<file path="src/hw/rtl/mbrot_pkg.sv">
// ----------------------------------------------------------------------------
// mbrot_pkg
// Shared types, widths, register indexes and reset values of the
// escape-time pixel core.
// ----------------------------------------------------------------------------
package mbrot_pkg;

	localparam int PIX_W      = 16;
	localparam int COORD_W    = 32;
	localparam int HGT_W      = 16;
	localparam int LIMIT_W    = 16;
	localparam int RED_W      = 8;
	localparam int CFG_IDX_W  = 3;
	localparam int CFG_DATA_W = 32;

	localparam int FRAC_BITS_DEF  = 28;
	localparam int COUNT_BITS_DEF = 16;

	// |z| < 2 tested on the squared magnitude
	localparam int ESC_RADIUS = 2;

	localparam logic [CFG_IDX_W-1:0] REG_X_MIN      = 3'd0;
	localparam logic [CFG_IDX_W-1:0] REG_X_MAX      = 3'd1;
	localparam logic [CFG_IDX_W-1:0] REG_Y_MIN      = 3'd2;
	localparam logic [CFG_IDX_W-1:0] REG_Y_MAX      = 3'd3;
	localparam logic [CFG_IDX_W-1:0] REG_HEIGHT     = 3'd4;
	localparam logic [CFG_IDX_W-1:0] REG_ITER_LIMIT = 3'd5;

	localparam logic signed [COORD_W-1:0] X_MIN_RST  = -32'sd536870912;
	localparam logic signed [COORD_W-1:0] X_MAX_RST  = 32'sd536870912;
	localparam logic signed [COORD_W-1:0] Y_MIN_RST  = -32'sd536870912;
	localparam logic signed [COORD_W-1:0] Y_MAX_RST  = 32'sd536870912;
	localparam logic [HGT_W-1:0]          HEIGHT_RST = 16'd480;
	localparam logic [LIMIT_W-1:0]        LIMIT_RST  = 16'd250;

	typedef enum logic [3:0] {
		ST_IDLE,
		ST_MAP_DIFF,
		ST_MAP_MUL,
		ST_MAP_ABS,
		ST_MAP_DIV,
		ST_MAP_FIN,
		ST_ITER_RR,
		ST_ITER_II,
		ST_ITER_RI,
		ST_ITER_UPD,
		ST_DONE
	} state_t;

endpackage

</file>
<file path="src/hw/rtl/mbrot_pixel_if.sv">
// ----------------------------------------------------------------------------
// mbrot_pixel_if
// Pixel coordinate channel: valid/ready handshake with the pixel position.
// ----------------------------------------------------------------------------
interface mbrot_pixel_if
	import mbrot_pkg::*;
();
	logic             valid;
	logic             ready;
	logic [PIX_W-1:0] pixel_x;
	logic [PIX_W-1:0] pixel_y;

	modport source (output valid, output pixel_x, output pixel_y, input ready);
	modport sink (input valid, input pixel_x, input pixel_y, output ready);
endinterface

</file>
<file path="src/hw/rtl/mbrot_result_if.sv">
// ----------------------------------------------------------------------------
// mbrot_result_if
// Result channel: valid/ready handshake with the escape count of one pixel.
// ----------------------------------------------------------------------------
interface mbrot_result_if
	import mbrot_pkg::*;
();
	logic               valid;
	logic               ready;
	logic [PIX_W-1:0]   out_x;
	logic [PIX_W-1:0]   out_y;
	logic [LIMIT_W-1:0] escape_count;
	logic [RED_W-1:0]   red_level;

	modport source (
		output valid, output out_x, output out_y, output escape_count,
		output red_level, input ready
	);
	modport sink (
		input valid, input out_x, input out_y, input escape_count,
		input red_level, output ready
	);
endinterface

</file>
<file path="src/hw/rtl/mandelbrot_escape_time_pixel_core.sv">
// Each axis mapping runs MAP_DIFF, MAP_MUL, MAP_ABS, the 48-step restoring divider in MAP_DIV, then MAP_FIN.
// Each iteration steps through ITER_RR, ITER_II, ITER_RI and ITER_UPD on the one shared 33x33 multiplier.
// A new pixel is accepted only in idle, after the last result is loaded; a result waiting in the output reg holds it.
// Reset: config registers load their defaults, the sequencer idles, no result valid.
// ----------------------------------------------------------------------------
// mandelbrot_escape_time_pixel_core
// Maps a pixel to a point c in signed fixed point and counts z = z*z + c
// iterations until |z| >= 2 or the iteration limit is reached.
// ----------------------------------------------------------------------------
module mandelbrot_escape_time_pixel_core
	import mbrot_pkg::*;
#(
	parameter int FRAC_BITS  = FRAC_BITS_DEF,
	parameter int COUNT_BITS = COUNT_BITS_DEF
) (
	input  logic                  clk,
	input  logic                  arst_n,
	mbrot_pixel_if.sink           pixel,
	mbrot_result_if.source        result,
	input  logic                  cfg_wr_en,
	input  logic [CFG_IDX_W-1:0]  cfg_index,
	input  logic [CFG_DATA_W-1:0] cfg_data
);

	localparam int MUL_OP_W = COORD_W + 1;
	localparam int PROD_W   = 2 * MUL_OP_W;
	localparam int NUM_W    = PIX_W + COORD_W;
	localparam int MAP_W    = NUM_W + 2;
	localparam int DCNT_W   = $clog2(NUM_W);
	localparam int SQ_W     = 2 * COORD_W - FRAC_BITS;
	localparam int RI_W     = SQ_W + 1;
	localparam int DSQ_W    = SQ_W + 1;
	localparam int RE_W     = ((DSQ_W > COORD_W) ? DSQ_W : COORD_W) + 1;
	localparam int IM_W     = ((RI_W > COORD_W) ? RI_W : COORD_W) + 1;
	localparam int CMP_W    = (SQ_W + 1 > FRAC_BITS + 3) ? SQ_W + 1 : FRAC_BITS + 3;

	localparam logic [CMP_W-1:0]      FOUR    = CMP_W'(ESC_RADIUS * ESC_RADIUS) << FRAC_BITS;
	localparam logic [COUNT_BITS-1:0] CNT_MAX = {COUNT_BITS{1'b1}};
	localparam logic [DCNT_W-1:0]     DIV_LAST = DCNT_W'(NUM_W - 1);

	// configuration
	logic signed [COORD_W-1:0] x_min_q, x_max_q, y_min_q, y_max_q;
	logic [HGT_W-1:0]          height_q;
	logic [LIMIT_W-1:0]        iter_limit_q;

	// sequencer
	state_t state_q, state_d;
	logic   axis_q;

	// item
	logic [PIX_W-1:0]      px_q, py_q;
	logic [COUNT_BITS-1:0] limit_q;
	logic [COUNT_BITS-1:0] cnt_q;

	// mapping
	logic signed [MUL_OP_W-1:0] diff_q;
	logic                       neg_q;
	logic [NUM_W-1:0]           num_q;
	logic [HGT_W-1:0]           rem_q;
	logic [DCNT_W-1:0]          dcnt_q;
	logic signed [COORD_W-1:0]  c_re_q, c_im_q;

	// iteration
	logic signed [COORD_W-1:0] z_re_q, z_im_q;
	logic signed [SQ_W-1:0]    rr_q;
	logic signed [DSQ_W-1:0]   dsq_q;
	logic                      esc_q;

	// shared multiplier
	logic signed [MUL_OP_W-1:0] mul_a, mul_b;
	logic signed [PROD_W-1:0]   prod_q;
	logic                       mul_en;

	// output register
	logic               res_valid_q;
	logic [PIX_W-1:0]   res_x_q, res_y_q;
	logic [LIMIT_W-1:0] res_count_q;
	logic [RED_W-1:0]   res_red_q;
	logic               res_load;

	// combinational datapath
	logic signed [COORD_W-1:0] lo_sel, hi_sel;
	logic [PIX_W-1:0]          pix_sel;
	logic [HGT_W-1:0]          divisor;
	logic [HGT_W:0]            partial;
	logic                      qbit;
	logic signed [PROD_W-1:0]  prod_mag;
	logic signed [MAP_W-1:0]   map_sum;
	logic                      map_ovf;
	logic signed [COORD_W-1:0] map_sat;
	logic signed [SQ_W-1:0]    ii_w;
	logic signed [RI_W-1:0]    ri_w;
	logic [CMP_W-1:0]          mag_sq;
	logic signed [RE_W-1:0]    re_sum;
	logic signed [IM_W-1:0]    im_sum;
	logic                      re_ovf, im_ovf;
	logic signed [COORD_W-1:0] z_re_next, z_im_next;
	logic [COUNT_BITS-1:0]     cnt_inc;
	logic [COUNT_BITS-1:0]     limit_new;

	// ---------------- next state ----------------
	always_comb begin
		state_d = state_q;
		case (state_q)
			ST_IDLE:     if (pixel.valid) state_d = ST_MAP_DIFF;
			ST_MAP_DIFF: state_d = ST_MAP_MUL;
			ST_MAP_MUL:  state_d = ST_MAP_ABS;
			ST_MAP_ABS:  state_d = ST_MAP_DIV;
			ST_MAP_DIV:  if (dcnt_q == DIV_LAST) state_d = ST_MAP_FIN;
			ST_MAP_FIN: begin
				if (!axis_q) state_d = ST_MAP_DIFF;
				else if (limit_q == '0) state_d = ST_DONE;
				else state_d = ST_ITER_RR;
			end
			ST_ITER_RR:  state_d = ST_ITER_II;
			ST_ITER_II:  state_d = ST_ITER_RI;
			ST_ITER_RI:  state_d = ST_ITER_UPD;
			ST_ITER_UPD: begin
				if (esc_q || cnt_inc == limit_q) state_d = ST_DONE;
				else state_d = ST_ITER_RR;
			end
			ST_DONE:     if (!res_valid_q || result.ready) state_d = ST_IDLE;
			default:     state_d = ST_IDLE;
		endcase
	end

	// ---------------- control outputs ----------------
	always_comb begin
		pixel.ready = 1'b0;
		mul_en      = 1'b0;
		res_load    = 1'b0;
		mul_a       = MUL_OP_W'(z_re_q);
		mul_b       = MUL_OP_W'(z_re_q);
		case (state_q)
			ST_IDLE:    pixel.ready = 1'b1;
			ST_MAP_MUL: begin
				mul_en = 1'b1;
				mul_a  = $signed({{(MUL_OP_W - PIX_W){1'b0}}, pix_sel});
				mul_b  = diff_q;
			end
			ST_ITER_RR: mul_en = 1'b1;
			ST_ITER_II: begin
				mul_en = 1'b1;
				mul_a  = MUL_OP_W'(z_im_q);
				mul_b  = MUL_OP_W'(z_im_q);
			end
			ST_ITER_RI: begin
				mul_en = 1'b1;
				mul_b  = MUL_OP_W'(z_im_q);
			end
			ST_DONE:    res_load = !res_valid_q || result.ready;
			default:    ;
		endcase
	end

	// ---------------- datapath logic ----------------
	always_comb begin
		lo_sel  = axis_q ? y_min_q : x_min_q;
		hi_sel  = axis_q ? y_max_q : x_max_q;
		pix_sel = axis_q ? py_q : px_q;
		divisor = (height_q == '0) ? HGT_W'(1) : height_q;

		partial = {rem_q, num_q[NUM_W-1]};
		qbit    = partial >= {1'b0, divisor};

		prod_mag = prod_q[PROD_W-1] ? -prod_q : prod_q;

		map_sum = neg_q ? MAP_W'(lo_sel) - $signed({2'b00, num_q})
		                : MAP_W'(lo_sel) + $signed({2'b00, num_q});
		map_ovf = !((&map_sum[MAP_W-1:COORD_W-1]) || !(|map_sum[MAP_W-1:COORD_W-1]));
		map_sat = map_ovf ? {map_sum[MAP_W-1], {(COORD_W-1){~map_sum[MAP_W-1]}}}
		                  : map_sum[COORD_W-1:0];

		ii_w   = SQ_W'(prod_q >>> FRAC_BITS);
		ri_w   = RI_W'(prod_q >>> (FRAC_BITS - 1));
		mag_sq = {{(CMP_W - SQ_W){1'b0}}, rr_q} + {{(CMP_W - SQ_W){1'b0}}, ii_w};

		re_sum = RE_W'(dsq_q) + RE_W'(c_re_q);
		im_sum = IM_W'(ri_w) + IM_W'(c_im_q);
		re_ovf = !((&re_sum[RE_W-1:COORD_W-1]) || !(|re_sum[RE_W-1:COORD_W-1]));
		im_ovf = !((&im_sum[IM_W-1:COORD_W-1]) || !(|im_sum[IM_W-1:COORD_W-1]));
		z_re_next = re_ovf ? {re_sum[RE_W-1], {(COORD_W-1){~re_sum[RE_W-1]}}}
		                   : re_sum[COORD_W-1:0];
		z_im_next = im_ovf ? {im_sum[IM_W-1], {(COORD_W-1){~im_sum[IM_W-1]}}}
		                   : im_sum[COORD_W-1:0];

		cnt_inc   = cnt_q + COUNT_BITS'(1);
		limit_new = (iter_limit_q > LIMIT_W'(CNT_MAX)) ? CNT_MAX
		                                               : iter_limit_q[COUNT_BITS-1:0];
	end

	// ---------------- control registers ----------------
	always_ff @(posedge clk or negedge arst_n) begin
		if (!arst_n) begin
			state_q      <= ST_IDLE;
			res_valid_q  <= 1'b0;
			x_min_q      <= X_MIN_RST;
			x_max_q      <= X_MAX_RST;
			y_min_q      <= Y_MIN_RST;
			y_max_q      <= Y_MAX_RST;
			height_q     <= HEIGHT_RST;
			iter_limit_q <= LIMIT_RST;
		end else begin
			state_q <= state_d;
			if (res_load) res_valid_q <= 1'b1;
			else if (result.ready) res_valid_q <= 1'b0;
			if (cfg_wr_en) begin
				case (cfg_index)
					REG_X_MIN:      x_min_q      <= cfg_data;
					REG_X_MAX:      x_max_q      <= cfg_data;
					REG_Y_MIN:      y_min_q      <= cfg_data;
					REG_Y_MAX:      y_max_q      <= cfg_data;
					REG_HEIGHT:     height_q     <= cfg_data[HGT_W-1:0];
					REG_ITER_LIMIT: iter_limit_q <= cfg_data[LIMIT_W-1:0];
					default:        ;
				endcase
			end
		end
	end

	// ---------------- datapath registers ----------------
	always_ff @(posedge clk) begin
		if (mul_en) prod_q <= mul_a * mul_b;
		case (state_q)
			ST_IDLE: begin
				if (pixel.valid) begin
					px_q    <= pixel.pixel_x;
					py_q    <= pixel.pixel_y;
					limit_q <= limit_new;
					axis_q  <= 1'b0;
				end
			end
			ST_MAP_DIFF: diff_q <= MUL_OP_W'(hi_sel) - MUL_OP_W'(lo_sel);
			ST_MAP_ABS: begin
				neg_q  <= prod_q[PROD_W-1];
				num_q  <= prod_mag[NUM_W-1:0];
				rem_q  <= '0;
				dcnt_q <= '0;
			end
			ST_MAP_DIV: begin
				rem_q  <= qbit ? HGT_W'(partial - {1'b0, divisor}) : partial[HGT_W-1:0];
				num_q  <= {num_q[NUM_W-2:0], qbit};
				dcnt_q <= dcnt_q + DCNT_W'(1);
			end
			ST_MAP_FIN: begin
				if (axis_q) begin
					c_im_q <= map_sat;
				end else begin
					c_re_q <= map_sat;
				end
				axis_q <= 1'b1;
				z_re_q <= '0;
				z_im_q <= '0;
				cnt_q  <= '0;
			end
			ST_ITER_II: rr_q <= SQ_W'(prod_q >>> FRAC_BITS);
			ST_ITER_RI: begin
				dsq_q <= DSQ_W'(rr_q) - DSQ_W'(ii_w);
				esc_q <= mag_sq >= FOUR;
			end
			ST_ITER_UPD: begin
				if (!esc_q) begin
					z_re_q <= z_re_next;
					z_im_q <= z_im_next;
					cnt_q  <= cnt_inc;
				end
			end
			default: ;
		endcase
		if (res_load) begin
			res_x_q     <= px_q;
			res_y_q     <= py_q;
			res_count_q <= LIMIT_W'(cnt_q);
			res_red_q   <= cnt_q[RED_W-1:0];
		end
	end

	assign result.valid        = res_valid_q;
	assign result.out_x        = res_x_q;
	assign result.out_y        = res_y_q;
	assign result.escape_count = res_count_q;
	assign result.red_level    = res_red_q;

endmodule
</file>
<file path="src/flat_wrapper.sv">
// flat-port wrapper written by rule: the top's interface ports become plain ports
module mandelbrot_escape_time_pixel_core_flat import mbrot_pkg::*;
#(
	parameter int FRAC_BITS  = FRAC_BITS_DEF,
	parameter int COUNT_BITS = COUNT_BITS_DEF
)
  (clk, arst_n, cfg_wr_en, cfg_index, cfg_data, pixel_valid, pixel_pixel_x, pixel_pixel_y, pixel_ready, result_valid, result_out_x, result_out_y, result_escape_count, result_red_level, result_ready);
  mbrot_pixel_if pixel_i ();
  mbrot_result_if result_i ();
  input  logic clk;
  input  logic arst_n;
  input  logic cfg_wr_en;
  input  logic [CFG_IDX_W-1:0] cfg_index;
  input  logic [CFG_DATA_W-1:0] cfg_data;
  input wire logic [$bits(pixel_i.valid)-1:0] pixel_valid;
  input wire logic [$bits(pixel_i.pixel_x)-1:0] pixel_pixel_x;
  input wire logic [$bits(pixel_i.pixel_y)-1:0] pixel_pixel_y;
  output wire logic [$bits(pixel_i.ready)-1:0] pixel_ready;
  output wire logic [$bits(result_i.valid)-1:0] result_valid;
  output wire logic [$bits(result_i.out_x)-1:0] result_out_x;
  output wire logic [$bits(result_i.out_y)-1:0] result_out_y;
  output wire logic [$bits(result_i.escape_count)-1:0] result_escape_count;
  output wire logic [$bits(result_i.red_level)-1:0] result_red_level;
  input wire logic [$bits(result_i.ready)-1:0] result_ready;
  assign pixel_i.valid = pixel_valid;
  assign pixel_i.pixel_x = pixel_pixel_x;
  assign pixel_i.pixel_y = pixel_pixel_y;
  assign pixel_ready = pixel_i.ready;
  assign result_valid = result_i.valid;
  assign result_out_x = result_i.out_x;
  assign result_out_y = result_i.out_y;
  assign result_escape_count = result_i.escape_count;
  assign result_red_level = result_i.red_level;
  assign result_i.ready = result_ready;
  mandelbrot_escape_time_pixel_core #(.FRAC_BITS(FRAC_BITS), .COUNT_BITS(COUNT_BITS)) u_core (.clk(clk), .arst_n(arst_n), .pixel(pixel_i), .result(result_i), .cfg_wr_en(cfg_wr_en), .cfg_index(cfg_index), .cfg_data(cfg_data));
endmodule
</file>
<file path="config.mk">
export PLATFORM = sky130hd
export DESIGN_NAME = mandelbrot_escape_time_pixel_core_flat
export DESIGN_NICKNAME = d
export VERILOG_FILES = /design/src/hw/rtl/mbrot_pkg.sv /design/src/hw/rtl/mbrot_pixel_if.sv /design/src/hw/rtl/mbrot_result_if.sv /design/src/hw/rtl/mandelbrot_escape_time_pixel_core.sv /design/src/flat_wrapper.sv
export SDC_FILE = /design/constraint.sdc
export NUM_CORES = 2
export LEC_CHECK = 0
export ABC_AREA = 1
export BUFFER_PORTS_ARGS = -buffer_cell sky130_fd_sc_hd__buf_2
export CAP_MARGIN = 20
export CORE_UTILIZATION = 55
export CTS_BUF_LIST = sky130_fd_sc_hd__clkbuf_16
export CTS_CLUSTER_SIZE = 30
export DETAILED_ROUTE_END_ITERATION = 16
export GPL_ROUTABILITY_DRIVEN = 0
export HOLD_SLACK_MARGIN = 0.08
export PLACE_DENSITY = 0.71
export SLEW_MARGIN = 20
export SYNTH_ARGS = -nofsm -noshare
export SYNTH_HDL_FRONTEND = slang
export SYNTH_SLANG_ARGS = --single-unit
</file>
<file path="constraint.sdc">
create_clock -name clk -period 12.6 [get_ports clk]
set_input_delay 1.89 -clock clk [delete_from_list [all_inputs] [get_ports clk]]
set_output_delay 1.89 -clock clk [all_outputs]
set_load 0.1 [all_outputs]
</file>
==> out/metrics.yaml <==
floorplan:
  fp.dieH_um: 387
  row_count: 140
  die_x_um: 387
  initial_utilization_pct: 55.7
  core_um2: 146000
  io_pins: 130
  die_area_um2: 150000
setup_path:
  cp-start-kind: "flip-flop"
  crit_slowest_cell: "fa_1"
  slowest_delay_ns: 0.70
  cpMostUsedCell: "fa_1"
  rrSetupSlack_ns: 1.23
  cp.arrival_ns: 11.78
  crit_path_max_fanout: 49
  worst_ep_required_time_ns: 13.01
  end_kind: "flip-flop"
  path_class: "reg -> reg"
clock_tree:
  clock_latency_ns: 0.70
  numCtsBuffers: 72
  post_cts_resized: 0
  clock_path_buffers: 3
  path_clk_slew_ns: 0.06
  htreeDepth: 3
  post-cts-setup-buffers: 0
  cts_tree: "built"
  clock-sinks: 649
  cts_hold_buf: 0
  cts-root-buf: "clkbuf_16"
synthesis:
  yosys_warnings: 0
  ys.flop_type: "edfxtp_1"
  yosysSeqAreaShare_pct: 22.9
  synth_nets: 11700
  synth_cells: 9995
  async_reset_ff_share_pct: 25.4
  avgSynthCellArea_um2: 8.16
  synth_edf_count: 484
  synth.distinct_cells: 74
  synth-seq-cells: 649
  syn_area_um2: 81600
timing:
  slew_headroom_pct: 22.0
  finalWorstSetupSlack_ns: 1.23
  fmax_ghz: 0.0880
  fin_crit_sh_pct: 90.2
  hold_viol: 0
  timing.final.crit_period_ns: 11.37
  skew_ns: 0.0405
  setup_viol_count_final: 0
  tightestPinTransition_ns: 1.17
  rsz0062_at_grt: "false"
  fin_tns_setup_ns: 0
  drv_slew: 0
status:
  status: "complete, no violations"
detailed_routing:
  drt-total-wl_um: 264000
  drt_iter0_drc: 8884
  wl_per_cell_um: 22.1
  routed-via-count: 69600
  drc: 0
  detail_route.first_pass.iterations: 7
  routed_via_density: 5.82
  antenna_left: 0
place:
  dp_slack_ns: 1.53
  hpwl_um: 215000
  io_buffers: 129
finish:
  fin_nets: 11600
  area_growth_syn_to_layout_pct: 5.84
  drive_above_1_share_pct: 5.24
  fin_util_pct: 59.0
  mostFrequentLayoutCells: "2,245 x nand2_1, 1,978 x inv_1, 1,160 x nor2_1, 1,128 x fa_1, 484 x edfxtp_1"
  layout_commonest_cell: "nand2_1"
grt:
  grt_pass1_vias: 68700
  grt_pass1_wl_um: 403000
  grt_antenna_before_repair: 11
  grt_overflow: 0
  grt_start_max_net_pins: 82
  grt_usage_pct: 35.4
hold_path:
  holdCritPathClass: "reg -> reg"
run:
  maxCapViolations: 0
worst paths after layout:
path,startpoint,end,depth (start not counted)
max in group asynchronous,arst_n,u_core.x_min_q[0],2
min,u_core.iter_limit_q[14],u_core.limit_q[14],0
min in group asynchronous,arst_n,u_core.y_max_q[11],1
max,u_core.state_q[3],u_core.prod_q[55],32
min reg2reg,u_core.iter_limit_q[14],u_core.limit_q[14],0
max reg2reg,u_core.state_q[3],u_core.prod_q[55],32
synthesized netlist by cell type, types with 36 or more instances:
library cell	instances	area, µm²
nor3_1	70	350
clkbuf_1	134	503
dfrtp_1	147	3680
inv_1	1968	7390
ha_1	464	5810
or2_2	43	269
a21oi_1	435	2180
a31oi_1	47	294
nor2_1	1166	4380
edfxtp_1	484	14500
nor4_1	36	225
fa_1	1129	22600
xnor2_1	100	876
buf_2	131	656
nand3_1	230	1150
nand4_1	80	500
o21ai_0	461	2310
xor2_1	246	2150
nand2_1	2248	8440
flip-flops by register name (all words and copies together), names as in the netlist, 7 cells and up:
register                    flops
u_core.y_max_q                 32
u_core.diff_q                  33
u_core.prod_q                  65
u_core.y_min_q                 32
u_core.result.red_level         7
u_core.z_re_q                  32
u_core.iter_limit_q            16
u_core.px_q                    16
u_core.c_re_q                  32
u_core.result.escape_count      9
u_core.z_im_q                  32
u_core.rr_q                    36
u_core.c_im_q                  32
u_core.dsq_q                   37
u_core.rem_q                   16
u_core.limit_q                 16
u_core.py_q                    16
u_core.result.out_x            16
u_core.result.out_y            16
u_core.x_min_q                 32
u_core.height_q                16
u_core.num_q                   48
u_core.x_max_q                 32
u_core.cnt_q                   16
worst max-delay path, delay by kind of cell (launching register included):
family,cells,cell delay [ns]
adders and majority gates,9,4.84
buffers and inverters,10,2.97
and+or+nand+nor,7,1.33
AOI/OAI and AO/OA,5,1.24
DFF,1,0.40
xor gates and xnor gates,1,0.24
per-stage QoR:
step	hold slack (ns)	cell area, µm²	std cells
after global placement	0.431	83900	11800
after detailed placement	0.436	83900	11800
after floorplan	0.425	81600	9995
after global routing	0.455	86300	12000
after CTS	0.450	86300	12000
final	0.446	86300	12000
layer usage:
metal / part of all wire [%] / GRT usage (%) / up-vias
met5: 0.030 / 0 / -
met4: 6.0 / 17.3 / 10
met3: 14 / 11.2 / 849
met2: 42 / 51.7 / 4210
met1: 38 / 47.7 / 33800
li1: - / - / 30700
final cells by class:
| class | count | area (µm²) |
|---|---|---|
| Timing Repair Buffer | 211 | 1270 |
| Sequential cell | 649 | 18700 |
| Inverter | 2005 | 7530 |
| Multi-Input combinational cell | 7038 | 54000 |
| Tap cell | 1917 | 2400 |
| Fill cell | 12900 | 60100 |
| Antenna cell | 5 | 12.5 |
| Clock inverter | 56 | 518 |
| Clock buffer | 75 | 1880 |
cells by family after synthesis:
group / Yosys count / synth area share (%)
mux: 1 / 0.0123
simple gates: 3941 / 19.5
flops: 649 / 22.9
xor+xnor: 348 / 3.77
fa+ha+maj: 1593 / 34.8
buf+inv: 2308 / 11.1
compound gates: 1155 / 7.95
Power is left out: the tool's default activity adds up to more than one toggle a clock period on the data nets, which glitch-free logic cannot reach.
